**src/rud_cell.sv**
```systemverilog
// ----------------------------------------------------------------------------
// rud_cell: one round of restoring division
// Shifts the partial remainder and quotient left, trial-subtracts the
// divisor and registers the restored or reduced remainder for the next cell.
// ----------------------------------------------------------------------------
module rud_cell #(
    parameter int WIDTH = 32
) (
    input  logic             i_clk,
    input  logic             i_rst_n,
    input  logic             i_valid,
    input  logic [WIDTH-1:0] i_acc,
    input  logic [WIDTH-1:0] i_quo,
    input  logic [WIDTH-1:0] i_dvs,
    output logic             o_valid,
    output logic [WIDTH-1:0] o_acc,
    output logic [WIDTH-1:0] o_quo,
    output logic [WIDTH-1:0] o_dvs
);

    logic             r_valid, n_valid;
    logic [WIDTH-1:0] r_acc, n_acc;
    logic [WIDTH-1:0] r_quo, n_quo;
    logic [WIDTH-1:0] r_dvs, n_dvs;

    logic [WIDTH:0]   w_shift;
    logic [WIDTH:0]   w_diff;
    logic             w_fits;

    // shift in the quotient's top bit and trial-subtract the divisor;
    // a carry out of the shift or no borrow means the divisor fits
    assign w_shift = {i_acc, i_quo[WIDTH-1]};
    assign w_diff  = {1'b0, w_shift[WIDTH-1:0]} - {1'b0, i_dvs};
    assign w_fits  = w_shift[WIDTH] | ~w_diff[WIDTH];

    // keep the difference on success, restore otherwise
    always_comb begin
        n_valid = i_valid;
        n_dvs   = i_dvs;
        if (w_fits) begin
            n_acc = w_diff[WIDTH-1:0];
            n_quo = {i_quo[WIDTH-2:0], 1'b1};
        end else begin
            n_acc = w_shift[WIDTH-1:0];
            n_quo = {i_quo[WIDTH-2:0], 1'b0};
        end
    end

    // advance the valid marker; clear it on reset
    always_ff @(posedge i_clk) begin
        if (!i_rst_n) begin
            r_valid <= 1'b0;
        end else begin
            r_valid <= n_valid;
        end
    end

    // advance the request payload
    always_ff @(posedge i_clk) begin
        r_acc <= n_acc;
        r_quo <= n_quo;
        r_dvs <= n_dvs;
    end

    assign o_valid = r_valid;
    assign o_acc   = r_acc;
    assign o_quo   = r_quo;
    assign o_dvs   = r_dvs;

endmodule : rud_cell

```
**config.mk**
```make
export PLATFORM = sky130hd
export DESIGN_NAME = rud_cell
export DESIGN_NICKNAME = d
export VERILOG_FILES = /design/src/rud_cell.sv
export SDC_FILE = /design/constraint.sdc
export NUM_CORES = 1
export LEC_CHECK = 0
export BUFFER_PORTS_ARGS = -buffer_cell sky130_fd_sc_hd__buf_4
export CORE_UTILIZATION = 33
export DETAILED_ROUTE_END_ITERATION = 12
export SLEW_MARGIN = 40
export SYNTH_ARGS = -nofsm -noshare
export SYNTH_HDL_FRONTEND = slang
export SYNTH_SLANG_ARGS = --single-unit
```
**constraint.sdc**
```tcl
create_clock -name i_clk -period 4.4 [get_ports i_clk]
set_input_delay 0.88 -clock i_clk [delete_from_list [all_inputs] [get_ports i_clk]]
set_output_delay 0.88 -clock i_clk [all_outputs]
set_load 0.02 [all_outputs]
```
### Yosys cells after proc, flatten, opt, wreduce, memory -nomap -nowiden

Index checks and enable logic that the tools add are counted.

| cells by class | value |
|---|---|
| add/subtract/negate cells | 1 |
| bitwise gates (word level) | 2 |
| multiplexer cells | 2 |

Operator list:

| kind | count |
|---|---|
| $sub A32 B32 Y33 | 1 |
| $mux W32 | 1 |
| $mux W1 | 1 |
| $not A1 Y1 | 1 |
| $or A1 B1 Y1 | 1 |

| storage, ports and cells | value |
|---|---|
| output and inout port bits | 97 |
| word-level logic and storage cells | 9 |
| flip-flop bits (word level) | 97 |

### Longest topological paths before layout

| depth | value |
|---|---|
| depth in word-level cells | 4 |
| gate-level depth with buffers | 13 |

### Worst setup path before layout

Ideal clock, no wire load.

| path | value |
|---|---|
| path type | input to register |
| start | in i_quo[31] |
| end | reg r_acc[10] (netlist: o_acc[10]) |
| setup time | 121 ps |
| arrival time | 3554 ps |
| stages | 13 |
| required time | 4279 ps |
| setup slack | 724 ps |
| cells stage by stage | inv_1 > ha_1 > fa_1 > nor2b_1 > o211ai_1 > nand4_1 > a21oi_2 > or4_4 > a21oi_2 > o2111ai_2 > a21oi_4 > buf_12 > mux2_4 |

| on the way | value |
|---|---|
| cells in the longest elaborated chain, start to end | 4 |

Ends and longest elaborated chain:

| element | RTL line | source |
|---|---|---|
| start: declaration | 13 | `input logic [WIDTH-1:0] i_quo,` |
| $sub A32 B32 Y33 * | 33 | `assign w_diff = {1'b0, w_shift[WIDTH-1:0]} - {1'b0, i_dvs};` |
| $not A1 Y1 | 34 | `assign w_fits = w_shift[WIDTH] \| ~w_diff[WIDTH];` |
| $or A1 B1 Y1 | 34 |  |
| $mux W32 * | 40 | `if (w_fits) begin` |
| via n_acc[10] | 22 | `logic [WIDTH-1:0] r_acc, n_acc;` |
| end signal: assignment | 60 | `r_acc <= n_acc;` |
| end: declaration | 22 |  |

Mark *: on every way through the listed nets, which the timed path passes. The rest lies on a longest branch.
A chain may end at the register's enable or synchronous reset.

### Worst setup path in the final report

| path | value |
|---|---|
| start | in i_quo[31] |
| end | reg r_acc[31] (netlist: o_acc[31]) |

Same word-level chain as after synthesis.

==> impl_metrics.py <==
metrics = {
    "cts": {
        "cts_tree": "done",
        "cts_sinks": 97,
        "htreeDepth": 3,
        "postCtsSetupBuffers": 0,
        "cts_hold_buf": 0,
        "root_buffer": "clkbuf_16",
        "clkSlewWorstSetupHoldPaths_ns": 0.07,
        "cts-resized-gates": 0,
        "cts_buffer_depth": 2,
        "numCtsBuffers": 9,
    },
    "run_status": {
        "run_status": "finished clean",
    },
    "routing": {
        "ant_nets": 0,
        "drt_pre_antenna_iters": 4,
        "num_vias": 3512,
        "post_drt_wl_per_cell_um": 13.09,
        "drt_iter0_drc": 89,
        "finalWirelength_mm": 10.04,
        "viasPerCell": 4.579,
        "drc_errors": 0,
    },
    "sta": {
        "slew_violations": 0,
        "hold_ws_ns": 0.6344,
        "tightest_slew_ns": 0.6440,
        "min_period_over_period": 0.8275,
        "tns_ns": 0,
        "rsz0062_at_grt": "false",
        "final.min_clock_period_ns": 3.641,
        "fmax_mhz": 274.6,
        "slew_headroom": 0.5696,
        "finalSetupViolCount": 0,
        "hold_viol_final": 0,
    },
    "floorplanning": {
        "rows": 41,
        "start_util": 0.3374,
        "coreArea_mm2": 0.01257,
        "fp.dieW_um": 115.4,
        "die_h_um": 115.4,
        "ios": 196,
        "dieArea_mm2": 0.01331,
    },
    "pwr": {
        "leakagePower_nw": 3.116,
        "irDropWorstVdd_mv": 0.2296,
        "power.density_mw_per_mm2": 408.0,
    },
    "yosys": {
        "async_reset_ff_frac": 0,
        "avgSynthCellArea_um2": 10.82,
        "synth_nets": 524,
        "synth_flop_cell": "dfxtp_1",
        "synth-seq-cells": 97,
        "synth_edf_count": 0,
        "yosysSeqAreaShare": 0.4580,
        "netlist_area_mm2": 0.004240,
        "syn_inst": 392,
        "synth.distinct_cells": 49,
        "yosys_warnings": 0,
    },
    "worst_setup_path": {
        "crit_buf_inv": 3,
        "path_max_fanout": 33,
        "worst_path_max_delay_cell": "or4_4",
        "worst_path_dominant_cell_family": "simple AND/OR/NAND/NOR gates",
        "max_stage_delay_ns": 0.49,
        "critPathLaunchType": "input port",
        "timing.critical_path.mode_cell": "a21oi_2",
        "crit_chain": "buf_4, inv_1, ha_1, fa_1, nor2b_1, o211ai_1, nand4_1, a21oi_2, or4_4, a21oi_2, o2111ai_2, a21oi_4, buf_12, mux2_2",
        "cp.required_ns": 4.63,
        "cp-end-kind": "flip-flop",
        "cp.arrival_ns": 3.87,
        "crit_type": "input port to flip-flop",
    },
    "global_routing": {
        "grt-ovfl-total": 0,
        "grt_max_degree": 34,
        "grt_pass1_wl_mm": 15.34,
        "grt_usage": 0.1500,
        "first_global_vias": 3394,
        "antenna_found_initial": 0,
    },
    "job": {
        "drv_cap": 0,
    },
    "finish": {
        "multi_input_area_mm2": 0.002049,
        "diodes": 0,
        "nFillCells": 1205,
        "nNetsFinal": 722,
        "seqCellArea_mm2": 0.001942,
        "drive_gt1_frac": 0.4168,
        "areaGrowthSynthToFinish_pct": 45.12,
    },
    "place": {
        "gp_congestion": 0.8118,
        "io_buffers": 195,
        "dp.final_hpwl_mm": 7.976,
    },
    "worst_hold_path": {
        "hold_class": "input port to flip-flop",
    },
}
cell usage after synthesis, types with 6 or more instances:
| master | number | area share |
|---|---|---|
| ha_1 | 32 | 0.094 |
| nor3_1 | 6 | 0.0071 |
| mux2_4 | 24 | 0.085 |
| a21oi_1 | 19 | 0.022 |
| o21ai_0 | 12 | 0.014 |
| nand2_1 | 13 | 0.012 |
| a31oi_1 | 6 | 0.0089 |
| o21bai_1 | 6 | 0.011 |
| nor2_1 | 10 | 0.0089 |
| dfxtp_1 | 97 | 0.46 |
| xnor2_1 | 19 | 0.039 |
| inv_1 | 44 | 0.039 |
| a21o_1 | 17 | 0.030 |
| nand3_1 | 6 | 0.0071 |
| xor2_1 | 8 | 0.017 |
power breakdown:
| group | internal [mW] | switching (mW) |
|---|---|---|
| Sequential | 0.977 | 0.0295 |
| Combinational | 0.373 | 0.364 |
| Clock | 0.423 | 0.344 |
| Total | 1.77 | 0.737 |
registers in the layout (all words and copies together), names as in the netlist:
register,cells
o_acc,32
o_dvs,32
o_quo,32
o_valid,1
cell families after synthesis:
kind of cell	after synthesis	share of synthesized area
DFF	97	0.4580
and+or+nand+nor	63	0.07997
AOI/OAI and AO/OA	87	0.1434
buffers and inverters	53	0.05901
adders and majority gates	33	0.09914
xor gates and xnor gates	27	0.05577
muxes	32	0.1048
through the flow:
| step | power [mW] | setup slack [ns] | cells | cell area [um^2] | util |
|---|---|---|---|---|---|
| detailed placement | 1.768 | 0.4175 | 751 | 5856 | 0.4659 |
| floorplan | 1.484 | 0.7242 | 392 | 4240 | - |
| CTS | 2.556 | 0.7626 | 767 | 6153 | 0.4896 |
| global route | 2.640 | 0.6002 | 767 | 6153 | 0.4896 |
| global placement | 1.758 | 0.4758 | 751 | 5854 | 0.4658 |
| finish | 2.510 | 0.7589 | 767 | 6153 | 0.4896 |
cell usage in the layout (no fill, tap or decap), types with 2 or more instances in the layout:
master	count
clkbuf_16	9
buf_4	195
nor3_1	6
a21oi_1	19
ha_1	32
nand3_1	6
o21a_1	5
nor2b_1	5
xor2_1	8
and3_1	5
inv_1	44
dfxtp_1	97
nand2_1	13
inv_6	2
mux2i_1	5
nor3b_1	2
and2_1	4
a31oi_1	6
o21ai_0	12
xnor2_1	19
o21bai_1	6
nor2_1	10
a31o_2	2
a221o_1	2
mux2_2	3
a21oi_2	3
clkbuf_8	2
a21o_1	17
mux2_4	24
or4_1	2
nand4_1	4
a211oi_1	2
o311ai_0	2
per-layer routing:
| metal | vias to the layer above | track usage | wire length [um] |
|---|---|---|---|
| met1 | 1621 | 0.1538 | 3995 |
| met3 | 12 | 0.05324 | 804 |
| met4 | 0 | 0.06667 | 177 |
| li1 | 1754 | - | - |
| met2 | 125 | 0.2731 | 5063 |
| met5 | - | 0 | 0 |
layout make-up:
type,instances,share of cell area
Sequential cell,97,0.3156
Tap cell,172,0.03497
Multi-Input combinational cell,242,0.3331
Clock buffer,11,0.04107
Clock inverter,5,0.007320
Timing Repair Buffer,196,0.2412
Inverter,44,0.02684
final timing paths:
path | startpoint | end | cells past startpoint
max | i_quo[31] | o_acc[31] | 14
min | i_quo[4] | o_quo[5] | 1
Power figures use the tool's default switching activity.
